`config.mk`:
```
export PLATFORM = sky130hd
export DESIGN_NAME = keyboard_report_slot_engine
export DESIGN_NICKNAME = d
export VERILOG_FILES = /design/src/rtl/core/krse_pkg.sv /design/src/rtl/core/krse_slot_unit.sv /design/src/rtl/core/keyboard_report_slot_engine.sv
export SDC_FILE = /design/constraint.sdc
export NUM_CORES = 2
export LEC_CHECK = 0
export ABC_CLOCK_PERIOD_IN_PS = 43500
export BUFFER_PORTS_ARGS = -buffer_cell sky130_fd_sc_hd__clkbuf_2
export CAP_MARGIN = 20
export CORE_MARGIN = 2
export CORE_UTILIZATION = 35
export CTS_CLUSTER_DIAMETER = 100
export DETAILED_ROUTE_END_ITERATION = 8
export PLACE_DENSITY = 0.59
export SYNTH_ARGS = -nofsm -noshare
export SYNTH_HDL_FRONTEND = slang
export SYNTH_SLANG_ARGS = --single-unit
```
`constraint.sdc`:
```
create_clock -name clock -period 43.5 [get_ports clock]
set_input_delay 4.35 -clock clock [delete_from_list [all_inputs] [get_ports clock]]
set_output_delay 4.35 -clock clock [all_outputs]
set_load 0.1 [all_outputs]
```
`src/rtl/core/krse_pkg.sv`:
```
// krse_pkg: shared types and codes for the keyboard report slot engine
// holds transaction payload structs, command/mode enums and slot unit structs
// no dependencies
`default_nettype none

package krse_pkg;

   typedef enum logic [2:0] {
      KIND_ADD       = 3'd0,
      KIND_DELETE    = 3'd1,
      KIND_RETRIGGER = 3'd2,
      KIND_SEND      = 3'd3,
      KIND_QUERY     = 3'd4,
      KIND_CLEAR     = 3'd5,
      KIND_RESET_ALL = 3'd6,
      KIND_SET_MODE  = 3'd7
   } kind_type;

   typedef enum logic [1:0] {
      MODE_AUTO    = 2'd0,
      MODE_6KRO    = 2'd1,
      MODE_UPGRADE = 2'd2,
      MODE_NKRO    = 2'd3
   } mode_type;

   typedef enum logic [1:0] {
      SCAN_ADD   = 2'd0,
      SCAN_DEL   = 2'd1,
      SCAN_FIND  = 2'd2,
      SCAN_EMPTY = 2'd3
   } scan_op_type;

   typedef enum logic [3:0] {
      ST_IDLE,
      ST_EXEC,
      ST_ADD,
      ST_SCAN,
      ST_SCAN_DONE,
      ST_DEL_TAIL,
      ST_SEND_TAIL,
      ST_REPLAY,
      ST_RESULT
   } state_type;

   typedef struct packed {
      kind_type    kind;
      logic [7:0]  keycode;
      logic        boot_ready;
      logic        nkro_ready;
      mode_type    new_mode;
   } req_type;

   typedef struct packed {
      logic [47:0] boot_keys;
      logic [7:0]  nkro_byte;
      logic [4:0]  byte_index;
      logic        sent_boot;
      logic        sent_nkro;
      logic        busy_res;
      logic        found;
      mode_type    mode_now;
      logic        last;
   } rsp_type;

   // one slot worth of operands for the shared slot unit
   typedef struct packed {
      scan_op_type op;
      logic [7:0]  key;
      logic [7:0]  age;
      logic [7:0]  pending;
      logic [7:0]  keycode;
      logic [7:0]  max_age;
   } slot_in_type;

   typedef struct packed {
      logic [7:0]  key;
      logic [7:0]  age;
      logic [7:0]  pending;
      logic        hit;
      logic        older;
   } slot_out_type;

endpackage

`default_nettype wire

```
`src/rtl/core/krse_slot_unit.sv`:
```
// krse_slot_unit: shared per-slot operation unit (place, age, remove, match)
// one slot is processed per cycle under the top level sequencer
// depends on krse_pkg
`default_nettype none

module krse_slot_unit (
   input  krse_pkg::slot_in_type  unit_in,
   output krse_pkg::slot_out_type unit_out
);
   import krse_pkg::*;

   always_comb begin
      unit_out.key     = unit_in.key;
      unit_out.age     = unit_in.age;
      unit_out.pending = unit_in.pending;
      unit_out.hit     = 1'b0;
      case (unit_in.op)
         SCAN_ADD: begin
            // empty slot or same key takes the pending key
            if (unit_in.key == 8'd0 ||
                (unit_in.key == unit_in.pending && unit_in.pending != 8'd0)) begin
               unit_out.key     = unit_in.pending;
               unit_out.age     = 8'd0;
               unit_out.pending = 8'd0;
            end else begin
               unit_out.age = unit_in.age + 8'd1;
            end
         end
         SCAN_DEL: begin
            if (unit_in.key == unit_in.keycode) begin
               unit_out.key = 8'd0;
            end
            unit_out.age = unit_in.age - 8'd1;
         end
         SCAN_FIND: begin
            unit_out.hit = (unit_in.key == unit_in.keycode);
         end
         SCAN_EMPTY: begin
            unit_out.hit = (unit_in.key != 8'd0);
         end
         default: begin
            unit_out.hit = 1'b0;
         end
      endcase
      // strictly greater keeps the first oldest slot
      unit_out.older = (unit_out.age > unit_in.max_age);
   end

endmodule

`default_nettype wire

```
`src/rtl/core/keyboard_report_slot_engine.sv`:
```
// keyboard_report_slot_engine: boot key report slots, nkro bitmap and send sequencer
// top level, instantiates krse_slot_unit
// depends on krse_pkg
`default_nettype none

// Keeps a SLOTS-entry boot key report (keycode plus wrapping 8-bit age per slot),
// a BITMAP_BYTES-byte nkro bitmap, a mode (auto, 6kro, upgrade, nkro), a dirty
// flag and a replay list of up to REPLAY_DEPTH retriggered keys. One request
// transaction is taken at a time: req_stall is high from acceptance until the
// last response transaction of that request has been loaded into the response
// register. The slots are walked one per cycle through a single shared slot unit.
// An add in auto or 6kro mode, a delete outside nkro mode and a slot query walk
// all slots; an add or delete in upgrade or nkro mode, or with a zero key, does
// not. A dirty send in upgrade mode walks the slots for the empty-slot check,
// and a dirty send with no endpoint busy then replays the list; each replayed
// key walks the slots through the same slot unit in auto or 6kro mode, unless
// it is zero. A send that posts the nkro report gives BITMAP_BYTES response
// transactions, one bitmap byte per cycle while the response side does not stall.
// Every other request gives exactly one response transaction, marked last.
// boot_keys, the sent flags and the bitmap bytes of a send show the report as
// posted, before the replay; mode_now shows the mode after the request.

module keyboard_report_slot_engine #(
   parameter int SLOTS        = 6,
   parameter int BITMAP_BYTES = 32,
   parameter int REPLAY_DEPTH = 6
) (
   input  wire               clock,
   input  wire               reset,
   input  wire               req_valid,
   output logic              req_stall,
   input  krse_pkg::req_type req_data,
   output logic              rsp_valid,
   input  wire               rsp_stall,
   output krse_pkg::rsp_type rsp_data
);
   import krse_pkg::*;

   localparam int SI_W       = (SLOTS > 1) ? $clog2(SLOTS) : 1;
   localparam int BI_W       = (BITMAP_BYTES > 1) ? $clog2(BITMAP_BYTES) : 1;
   localparam int RI_W       = (REPLAY_DEPTH > 1) ? $clog2(REPLAY_DEPTH) : 1;
   localparam int RC_W       = $clog2(REPLAY_DEPTH + 1);
   localparam int BOOT_SLOTS = (SLOTS < 6) ? SLOTS : 6;

   // sequencer
   state_type   state_ff, state_in;

   // architectural state
   mode_type    mode_ff, mode_in;
   logic        dirty_ff, dirty_in;
   logic [7:0]  slot_keys_ff [SLOTS];
   logic [7:0]  slot_keys_in [SLOTS];
   logic [7:0]  slot_ages_ff [SLOTS];
   logic [7:0]  slot_ages_in [SLOTS];
   logic [7:0]  bitmap_ff [BITMAP_BYTES];
   logic [7:0]  bitmap_in [BITMAP_BYTES];
   logic [7:0]  replay_list_ff [REPLAY_DEPTH];
   logic [7:0]  replay_list_in [REPLAY_DEPTH];
   logic [RC_W-1:0] replay_count_ff, replay_count_in;

   // per-transaction working registers
   req_type     cmd_ff, cmd_in;
   logic [7:0]  op_kc_ff, op_kc_in;
   logic [7:0]  pending_ff, pending_in;
   logic [7:0]  max_age_ff, max_age_in;
   logic [SI_W-1:0] oldest_ff, oldest_in;
   logic [SI_W-1:0] scan_idx_ff, scan_idx_in;
   scan_op_type scan_op_ff, scan_op_in;
   logic        hit_ff, hit_in;
   logic        sent_boot_ff, sent_boot_in;
   logic        sent_nkro_ff, sent_nkro_in;
   logic        busy_ff, busy_in;
   logic [RC_W-1:0] replay_idx_ff, replay_idx_in;
   logic [BI_W-1:0] emit_idx_ff, emit_idx_in;
   logic [47:0] snap_keys_ff, snap_keys_in;
   logic [7:0]  snap_bitmap_ff [BITMAP_BYTES];
   logic [7:0]  snap_bitmap_in [BITMAP_BYTES];

   // response register
   logic        rsp_valid_ff, rsp_valid_in;
   rsp_type     rsp_data_ff, rsp_data_in;

   // shared slot unit
   slot_in_type  unit_in;
   slot_out_type unit_out;

   // helpers
   logic [47:0]     cur_keys;
   logic            bm_in_range;
   logic [BI_W-1:0] bm_sel;
   logic [7:0]      bm_mask;
   logic            bm_get;
   logic            out_free;
   logic            emit_last;
   state_type       ret_add;
   logic            want_boot;
   logic            want_nkro;

   krse_slot_unit u_slot_unit (
      .unit_in  (unit_in),
      .unit_out (unit_out)
   );

   // current slots as the boot report, slots past six are not shown
   always_comb begin
      cur_keys = '0;
      for (int i = 0; i < BOOT_SLOTS; i++) begin
         cur_keys[8*i +: 8] = slot_keys_ff[i];
      end
   end

   // bitmap addressing for the key under work
   assign bm_in_range = ({1'b0, op_kc_ff[7:3]} < 6'(BITMAP_BYTES));
   assign bm_sel      = op_kc_ff[3 +: BI_W];
   assign bm_mask     = 8'd1 << op_kc_ff[2:0];
   assign bm_get      = bm_in_range && bitmap_ff[bm_sel][op_kc_ff[2:0]];

   assign unit_in.op      = scan_op_ff;
   assign unit_in.key     = slot_keys_ff[scan_idx_ff];
   assign unit_in.age     = slot_ages_ff[scan_idx_ff];
   assign unit_in.pending = pending_ff;
   assign unit_in.keycode = op_kc_ff;
   assign unit_in.max_age = max_age_ff;

   // response register is free when empty or being drained this cycle
   assign out_free  = !rsp_valid_ff || !rsp_stall;
   assign emit_last = !sent_nkro_ff || (emit_idx_ff == BI_W'(BITMAP_BYTES - 1));
   // an add returns to the replay walk when it came from a send
   assign ret_add   = (cmd_ff.kind == KIND_SEND) ? ST_REPLAY : ST_RESULT;
   assign want_nkro = (mode_ff == MODE_UPGRADE) || (mode_ff == MODE_NKRO);
   assign want_boot = (mode_ff != MODE_NKRO);

   assign req_stall = (state_ff != ST_IDLE);
   assign rsp_valid = rsp_valid_ff;
   assign rsp_data  = rsp_data_ff;

   // sequencer: next state and datapath updates
   always_comb begin
      state_in        = state_ff;
      mode_in         = mode_ff;
      dirty_in        = dirty_ff;
      slot_keys_in    = slot_keys_ff;
      slot_ages_in    = slot_ages_ff;
      bitmap_in       = bitmap_ff;
      replay_list_in  = replay_list_ff;
      replay_count_in = replay_count_ff;
      cmd_in          = cmd_ff;
      op_kc_in        = op_kc_ff;
      pending_in      = pending_ff;
      max_age_in      = max_age_ff;
      oldest_in       = oldest_ff;
      scan_idx_in     = scan_idx_ff;
      scan_op_in      = scan_op_ff;
      hit_in          = hit_ff;
      sent_boot_in    = sent_boot_ff;
      sent_nkro_in    = sent_nkro_ff;
      busy_in         = busy_ff;
      replay_idx_in   = replay_idx_ff;
      emit_idx_in     = emit_idx_ff;
      snap_keys_in    = snap_keys_ff;
      snap_bitmap_in  = snap_bitmap_ff;
      rsp_valid_in    = rsp_valid_ff && rsp_stall;
      rsp_data_in     = rsp_data_ff;

      case (state_ff)
         ST_IDLE: begin
            if (req_valid) begin
               cmd_in       = req_data;
               op_kc_in     = req_data.keycode;
               hit_in       = 1'b0;
               sent_boot_in = 1'b0;
               sent_nkro_in = 1'b0;
               busy_in      = 1'b0;
               emit_idx_in  = '0;
               state_in     = ST_EXEC;
            end
         end

         ST_EXEC: begin
            case (cmd_ff.kind)
               KIND_ADD: begin
                  state_in = ST_ADD;
               end
               KIND_DELETE, KIND_RETRIGGER: begin
                  state_in = ST_DEL_TAIL;
                  if (op_kc_ff != 8'd0) begin
                     dirty_in = 1'b1;
                     if (mode_ff != MODE_NKRO) begin
                        scan_op_in  = SCAN_DEL;
                        scan_idx_in = '0;
                        state_in    = ST_SCAN;
                     end
                  end
               end
               KIND_SEND: begin
                  // report as posted, before any replay
                  snap_keys_in   = cur_keys;
                  snap_bitmap_in = bitmap_ff;
                  state_in       = ST_RESULT;
                  if (dirty_ff) begin
                     sent_nkro_in = want_nkro && cmd_ff.nkro_ready;
                     sent_boot_in = want_boot && cmd_ff.boot_ready;
                     busy_in      = (want_nkro && !cmd_ff.nkro_ready) ||
                                    (want_boot && !cmd_ff.boot_ready);
                     if (mode_ff == MODE_UPGRADE) begin
                        scan_op_in  = SCAN_EMPTY;
                        scan_idx_in = '0;
                        hit_in      = 1'b0;
                        state_in    = ST_SCAN;
                     end else begin
                        state_in = ST_SEND_TAIL;
                     end
                  end
               end
               KIND_QUERY: begin
                  if (mode_ff == MODE_NKRO) begin
                     hit_in   = bm_get;
                     state_in = ST_RESULT;
                  end else begin
                     scan_op_in  = SCAN_FIND;
                     scan_idx_in = '0;
                     hit_in      = 1'b0;
                     state_in    = ST_SCAN;
                  end
               end
               KIND_CLEAR: begin
                  dirty_in = 1'b1;
                  for (int i = 0; i < SLOTS; i++) begin
                     slot_keys_in[i] = 8'd0;
                  end
                  for (int i = 0; i < BITMAP_BYTES; i++) begin
                     bitmap_in[i] = 8'd0;
                  end
                  state_in = ST_RESULT;
               end
               KIND_RESET_ALL: begin
                  dirty_in        = 1'b1;
                  replay_count_in = '0;
                  for (int i = 0; i < SLOTS; i++) begin
                     slot_keys_in[i] = 8'd0;
                     slot_ages_in[i] = 8'd0;
                  end
                  for (int i = 0; i < BITMAP_BYTES; i++) begin
                     bitmap_in[i] = 8'd0;
                  end
                  state_in = ST_RESULT;
               end
               KIND_SET_MODE: begin
                  mode_in  = cmd_ff.new_mode;
                  state_in = ST_RESULT;
               end
               default: begin
                  state_in = ST_RESULT;
               end
            endcase
         end

         ST_ADD: begin
            state_in = ret_add;
            if (op_kc_ff != 8'd0) begin
               dirty_in = 1'b1;
               if (mode_ff == MODE_AUTO || mode_ff == MODE_6KRO) begin
                  scan_op_in  = SCAN_ADD;
                  scan_idx_in = '0;
                  pending_in  = op_kc_ff;
                  max_age_in  = 8'd0;
                  oldest_in   = '0;
                  state_in    = ST_SCAN;
               end else if (bm_in_range) begin
                  bitmap_in[bm_sel] = bitmap_ff[bm_sel] | bm_mask;
               end
            end
         end

         ST_SCAN: begin
            // one slot per cycle through the shared unit
            slot_keys_in[scan_idx_ff] = unit_out.key;
            slot_ages_in[scan_idx_ff] = unit_out.age;
            pending_in                = unit_out.pending;
            if (unit_out.hit) begin
               hit_in = 1'b1;
            end
            if (unit_out.older) begin
               max_age_in = unit_out.age;
               oldest_in  = scan_idx_ff;
            end
            if (scan_idx_ff == SI_W'(SLOTS - 1)) begin
               state_in = ST_SCAN_DONE;
            end else begin
               scan_idx_in = scan_idx_ff + 1'b1;
            end
         end

         ST_SCAN_DONE: begin
            case (scan_op_ff)
               SCAN_ADD: begin
                  state_in = ret_add;
                  if (pending_ff != 8'd0) begin
                     if (mode_ff == MODE_AUTO) begin
                        // report full: upgrade and keep the key in the bitmap
                        mode_in = MODE_UPGRADE;
                        if (bm_in_range) begin
                           bitmap_in[bm_sel] = bitmap_ff[bm_sel] | bm_mask;
                        end
                     end else begin
                        // 6kro: replace the oldest slot
                        slot_keys_in[oldest_ff] = pending_ff;
                        slot_ages_in[oldest_ff] = 8'd0;
                     end
                  end
               end
               SCAN_DEL: begin
                  state_in = ST_DEL_TAIL;
               end
               SCAN_FIND: begin
                  state_in = ST_RESULT;
               end
               SCAN_EMPTY: begin
                  if (!hit_ff) begin
                     mode_in = MODE_NKRO;
                  end
                  state_in = ST_SEND_TAIL;
               end
               default: begin
                  state_in = ST_RESULT;
               end
            endcase
         end

         ST_DEL_TAIL: begin
            if (op_kc_ff != 8'd0 && bm_in_range) begin
               bitmap_in[bm_sel] = bitmap_ff[bm_sel] & ~bm_mask;
            end
            // retrigger remembers the key, dropped when the list is full
            if (cmd_ff.kind == KIND_RETRIGGER &&
                replay_count_ff < RC_W'(REPLAY_DEPTH)) begin
               replay_list_in[replay_count_ff[RI_W-1:0]] = op_kc_ff;
               replay_count_in = replay_count_ff + 1'b1;
            end
            state_in = ST_RESULT;
         end

         ST_SEND_TAIL: begin
            if (!busy_ff) begin
               dirty_in      = 1'b0;
               replay_idx_in = '0;
               state_in      = ST_REPLAY;
            end else begin
               state_in = ST_RESULT;
            end
         end

         ST_REPLAY: begin
            if (replay_idx_ff < replay_count_ff) begin
               op_kc_in      = replay_list_ff[replay_idx_ff[RI_W-1:0]];
               replay_idx_in = replay_idx_ff + 1'b1;
               state_in      = ST_ADD;
            end else begin
               replay_count_in = '0;
               state_in        = ST_RESULT;
            end
         end

         ST_RESULT: begin
            if (out_free) begin
               rsp_valid_in           = 1'b1;
               rsp_data_in.boot_keys  = (cmd_ff.kind == KIND_SEND) ? snap_keys_ff : cur_keys;
               rsp_data_in.nkro_byte  = sent_nkro_ff ? snap_bitmap_ff[emit_idx_ff] : 8'd0;
               rsp_data_in.byte_index = sent_nkro_ff ? 5'(emit_idx_ff) : 5'd0;
               rsp_data_in.sent_boot  = sent_boot_ff;
               rsp_data_in.sent_nkro  = sent_nkro_ff;
               rsp_data_in.busy_res   = busy_ff;
               rsp_data_in.found      = (cmd_ff.kind == KIND_QUERY) && hit_ff;
               rsp_data_in.mode_now   = mode_ff;
               rsp_data_in.last       = emit_last;
               if (emit_last) begin
                  state_in = ST_IDLE;
               end else begin
                  emit_idx_in = emit_idx_ff + 1'b1;
               end
            end
         end

         default: begin
            state_in = ST_IDLE;
         end
      endcase
   end

   // state register
   always_ff @(posedge clock) begin
      if (reset) begin
         state_ff <= ST_IDLE;
      end else begin
         state_ff <= state_in;
      end
   end

   // control and architectural state with reset values
   always_ff @(posedge clock) begin
      if (reset) begin
         mode_ff         <= MODE_AUTO;
         dirty_ff        <= 1'b0;
         replay_count_ff <= '0;
         rsp_valid_ff    <= 1'b0;
         for (int i = 0; i < SLOTS; i++) begin
            slot_keys_ff[i] <= 8'd0;
            slot_ages_ff[i] <= 8'd0;
         end
         for (int i = 0; i < BITMAP_BYTES; i++) begin
            bitmap_ff[i] <= 8'd0;
         end
      end else begin
         mode_ff         <= mode_in;
         dirty_ff        <= dirty_in;
         replay_count_ff <= replay_count_in;
         rsp_valid_ff    <= rsp_valid_in;
         slot_keys_ff    <= slot_keys_in;
         slot_ages_ff    <= slot_ages_in;
         bitmap_ff       <= bitmap_in;
      end
   end

   // payload and working registers, qualified by the sequencer state
   always_ff @(posedge clock) begin
      replay_list_ff <= replay_list_in;
      cmd_ff         <= cmd_in;
      op_kc_ff       <= op_kc_in;
      pending_ff     <= pending_in;
      max_age_ff     <= max_age_in;
      oldest_ff      <= oldest_in;
      scan_idx_ff    <= scan_idx_in;
      scan_op_ff     <= scan_op_in;
      hit_ff         <= hit_in;
      sent_boot_ff   <= sent_boot_in;
      sent_nkro_ff   <= sent_nkro_in;
      busy_ff        <= busy_in;
      replay_idx_ff  <= replay_idx_in;
      emit_idx_ff    <= emit_idx_in;
      snap_keys_ff   <= snap_keys_in;
      snap_bitmap_ff <= snap_bitmap_in;
      rsp_data_ff    <= rsp_data_in;
   end

   // only a send that posted nkro gives a multi-transaction run
   assert property (@(posedge clock) disable iff (reset)
      (rsp_valid_ff && !rsp_data_ff.sent_nkro) |-> rsp_data_ff.last)
      else $error("single response transaction not marked last");

   // nkro mode is left only through set mode
   assert property (@(posedge clock) disable iff (reset)
      (mode_ff == MODE_NKRO &&
       !(state_ff == ST_EXEC && cmd_ff.kind == KIND_SET_MODE)) |=> (mode_ff == MODE_NKRO))
      else $error("nkro mode left without set mode");

   // replay list never overflows
   assert property (@(posedge clock) disable iff (reset)
      replay_count_ff <= RC_W'(REPLAY_DEPTH))
      else $error("replay count beyond list depth");

   // a busy send never reports both endpoints as posted
   assert property (@(posedge clock) disable iff (reset)
      (rsp_valid_ff && rsp_data_ff.busy_res) |->
         !(rsp_data_ff.sent_boot && rsp_data_ff.sent_nkro))
      else $error("busy send claims both reports posted");

endmodule

`default_nettype wire

```
Yosys cells after proc, flatten, opt, wreduce, memory -nomap -nowiden. Cells that the tools add are included.

Add/subtract/negate cells: 6. Multiply operators: 0. Div/mod/pow operators: 0. Magnitude comparators: 14. Equal/unequal tests: 65. Shifts and indexed selects: 1. Muxes and demuxes: 144. Bitwise gates (word level): 11. Reductions and logical operators: 68.

Operators by type and width (count): 256-bit two-way mux (7); 256-bit case mux with 4 select lines (1); 256-bit bitwise mux (2); 48-bit two-way mux (9); 48-bit case mux with 3 select lines (2); 8-bit two-way mux (26); 48-bit bitwise mux (4); 8-bit binary-select mux with 5-bit select (2); 8-bit binary-select mux with 3-bit select (3); 8-bit demux with 3-bit select (3); 3-bit two-way mux (17); 48-bit bitwise AND (1); 48-bit inverter (1); 8-bit case mux with 2 select lines (3); 4-bit two-way mux (11); 2-bit inequality test, second input constant (21); 8-bit demux with 5-bit select (1); 4-bit case mux with 9 select lines (1); 16-bit case mux with 2 select lines (1); 3-bit inequality test, second input constant (9); 3-bit case mux with 3 select lines (3); 8-bit nonzero test (3); 2-bit two-way mux (11); 4-bit case mux with 5 select lines (1); 63 further kinds (166).

Register bits: 834. Bits in latches: 0. Memory bits (writable): 0. Bits in read-only memories: 0. Bits of input ports: 19. Output and inout bits: 70. Word-level logic and storage cells: 422. Memories: 0.

Depth between registers and ports, before layout.
Depth after elaboration: 12. Mapped depth: 20. Mapped depth without buffers: 17.

By module. A second synthesis with hierarchy kept.

Cell total of the unflattened synthesis: 3040. Area, all modules: 36276.0 um2.

Modules (own cells, without submodules): keyboard_report_slot_engine (instances 1, cells an instance 2875, area each 35046.1 um2, sequential area each 21410.5 um2); krse_slot_unit (instances 1, cells an instance 165, area each 1229.9 um2, sequential area each 0.0 um2).

Worst setup path before layout. No wires, ideal clock.

Path type: flip-flop to flip-flop. Start: reg state_ff[0]. End: reg busy_ff (enable). Library setup time: 0.327 ns. Arrival: 14.681 ns. Required time: 43.173 ns. Path slack: 28.492 ns. Cell stages (with the launch flop): 6. Path buffers: 1. Period minus slack after synthesis: 15.008 ns. Path through: dfxtp_1 > clkbuf_1 > nor2b_1 > nand2_1 > nor2_1 > a21o_1.

Longest elaborated chain between the ends: 3. Elaborated cells between the ends (all ways): 7. Those cells by class: 4 x eq/ne; 3 x reduce/logical.

RTL lines: start: declaration (line keyboard_report_slot_engine.sv:46) `state_type state_ff, state_in;`; start signal: assignment (line keyboard_report_slot_engine.sv:395) `state_ff <= state_in;`; 4-bit by 1-bit == test with 1-bit output or 4-bit zero test (tied branches) (line keyboard_report_slot_engine.sv:165) `case (state_ff)`; 2-bit inequality test (no line) or 2-bit nonzero test (tied branches); 4-bit AND reduction (no line) (*); end signal: assignment (line keyboard_report_slot_engine.sv:437) `busy_ff <= busy_in;`; end: declaration (line keyboard_report_slot_engine.sv:72) `logic busy_ff, busy_in;`.

Every way passes the cells marked *; elsewhere a longest branch is shown, timed or not. A chain may end at the register's enable or synchronous reset.

Worst setup path after layout.
Start: reg state_ff[0]. End: out req_stall.

Longest elaborated chain between the ends: 1.

RTL lines: 4-bit nonzero test (line keyboard_report_slot_engine.sv:133) `assign req_stall = (state_ff != ST_IDLE);`; end: declaration (line keyboard_report_slot_engine.sv:31) `output logic req_stall,`.

No other way between the ends.

==> results.md <==
- Max VDD drop: 0.0338 mV
- Largest net degree at the start of global routing: 193
- Fillers: 9,435
- Routed wire length: 103,000 µm
- Outcome: completed
- RSZ-0062 raised after global routing: no
- Synthesized net count: 2,882
- Gr usage total: 19.5%
- Ys Warns: 0
- Overall Power: 2310 µW
- Critical Setup Path Class: flop to primary output
- Startpoint Class: flop
- Hold Startpoint: bitmap_ff[177]$_SDFFE_PP0P_
- Slew of the pin with the lowest slew margin: 1.20 ns
- Number of H-tree levels: 3
- CP endpoint kind: primary output
- Crit path DAT: 2.55 ns
- Die area: 0.104 mm²
- Fin util: 40.3%
- Ranking of synthesized cells by area: edfxtp_1, dfxtp_1, mux4_2, a22oi_1, nor2_1
- Resized cells post-CTS: 0
- Final Hold Vio Count: 0
- Post-synthesis sequential area ratio: 60.5%
- Post-synth top cells: edfxtp_1, nor2_1, dfxtp_1, a22oi_1, nand2_1
- Max-Cap Viols: 0
- Post-Syn Area: 0.0354 mm²
- CTS Root Cell: clkbuf_16
- Vias in the first global route: 23,700
- Met3 Use GR: 3.16%
- Core ar.: 0.100 mm²
- Setup TNS: 0 ns
- Clock slew at reported path FFs: 0.06 ns
- Die height: 322 µm
- Synth cell types: 80
- First element of the critical path: state_ff[0]$_SDFFE_PP0P_
- Hold buffer count at CTS: 0
- Worst skew pair latency: 0.69 ns
- ANT nets after route: 0
- Largest buffer count on any clock path: 3
- Setup Viol. Count Final: 0
- Leakage: 0.0136 µW
- Routed vias: 24,700
- Avg Cell Area, Syn: 12.4 µm²
- GP Congestion: 0.919
- Crit path max fanout: 18
- Register bit total from synthesis: 834
- Nets: 2,944
- Period utilization: 15.9%
- Busiest grt layer: met2
- Core Rows: 116
- # DRC: 0
- PortBufs: 88
- Global-route wire length before repair: 154,000 µm
- Layout cells sized above 1: 17.7%
- Layout area overhead: 14.1%
- Leading area contributor after synthesis: edfxtp_1
- Synth Instances: 2,845
- Fin. max-slew vios: 0
- CTS Buf Count: 90
- CTS tree: yes
- Number of flops mapped to enable cells by yosys: 471
- Hpwl dp: 66,100 µm
- PD cells: 57.2 mW/mm²
- Top cell type's share of synthesized area: 40.0%
- Min Clock Period, post-route: 6.90 ns
- Per-cell routed wire length: 24.0 µm
- Initial antenna violation count: 0
- Top-count cell post-synth: edfxtp_1
- CP Data Required Time: 39.15 ns
- Clock skew: 0.0527 ns
- Worst Hold Class: flop to flop
- Initial Utilization: 35.3%
- # IOs: 89
- Global route overflow: 0
- Detailed Route Iter0 Violations: 3,165
- DIE WIDTH: 322 µm
- Top_reg_cell synth: edfxtp_1
- Met2 Track Usage GR: 31.1%
- First-pass DRT Iterations: 9
- Grt met1 use: 26.9%
- Vias/cell: 5.78
- Max-slew headroom: 19.8%
- Reg2reg start: scan_idx_ff[2]$_SDFFCE_PN0P_
- Setup Buffers After CTS: 0
- Fmax: 0.145 GHz
- Synth async-reset ratio: 0%
- Clk sinks: 834
## sequential cells by signal, indices dropped and copies added (netlist names), 2 cells and up
register,flops
replay_idx_ff,3
oldest_ff,3
scan_op_ff,2
emit_idx_ff,5
snap_keys_ff,48
rsp_data,68
scan_idx_ff,3
op_kc_ff,8
max_age_ff,8
snap_bitmap_ff,256
cmd_ff,7
replay_list_ff,48
pending_ff,8
replay_count_ff,3
state_ff,4
mode_ff,2
bitmap_ff,256
cur_keys,48
slot_ages_ff,48
## cells by family after synthesis
family	Yosys count	synth area share, %
AOI/OAI and AO/OA	674	13.4
xor gates and xnor gates	24	0.594
adders and majority gates	18	0.636
buffers and inverters	234	2.58
DFF	834	60.5
muxes	211	11.5
and+or+nand+nor	850	10.7
## per-stage QoR
stage               setup WS [ns]  cells  hold WS (ns)  cell area, µm²
detailed placement          37.00   4107         0.416           37300
CTS                         36.59   4275         0.420           40300
global route                36.41   4281         0.439           40400
floorplan                   28.49   2845         0.400           35400
finish                      36.60   4283         0.409           40400
global placement            37.05   4100         0.403           37200
## area by class of cell
type | count | area, µm² | share of cell area [%]
inverter | 42 | 158 | 0.390
multi-input combinational | 1777 | 13100 | 32.5
clock inverter | 44 | 517 | 1.28
timing repair buffer | 162 | 1020 | 2.53
antenna | 2 | 5.00 | 0.0124
clock buffer | 124 | 2520 | 6.24
tap | 1298 | 1620 | 4.02
sequential | 834 | 21400 | 53.0
## worst paths after layout
path / to / slack, ns / depth (start not counted)
setup / recovery: req_stall / 36.60 / 4
hold / removal: snap_bitmap_ff[177]$_DFFE_PP_ / 0.41 / 0
setup reg to reg: max_age_ff[7]$_SDFFCE_PN0P_ / 37.60 / 20
hold reg to reg: snap_bitmap_ff[177]$_DFFE_PP_ / 0.41 / 0
## routing by layer
layer | wire length, µm | up-vias
met5 | 0 | -
met4 | 3470 | 0
met3 | 7990 | 213
met2 | 48100 | 1151
met1 | 43100 | 12300
li1 | - | 11000
## cells in the final DEF, fill, tap and decap left out, drive strengths merged, types with 9 or more instances in the layout
cell type,synthesis,routed
nor3,46,46
nor3b,11,11
a22o,22,22
a221oi,10,10
clkbuf,159,213
or3,10,10
clkinv,2,31
ha,18,18
nand3,16,16
o21ai,103,103
nand2,232,232
o22ai,47,47
nor4,10,10
dfxtp,363,363
and3,16,16
inv,40,43
mux2i,21,21
nand3b,13,13
edfxtp,471,471
buf,33,73
xnor2,15,15
nand2b,16,16
and2,30,30
xor2,9,9
nor2b,24,24
a22oi,339,339
a21oi,60,60
mux4,153,153
o211ai,9,9
nor2,388,388
mux2,37,37
## power by group
part           switching [µW]  internal, µW
registers                38.8           887
clock network             329           447
logic                     445           164
total                     813          1500
## worst max-delay path, cell delays in order (launching register included)
cell,delay (ns)
dfxtp_1,0.49
or2_2,0.41
nor3_1,0.39
inv_1,0.15
clkbuf_2,0.43
Note: power is estimated with default switching activity, not from simulation.
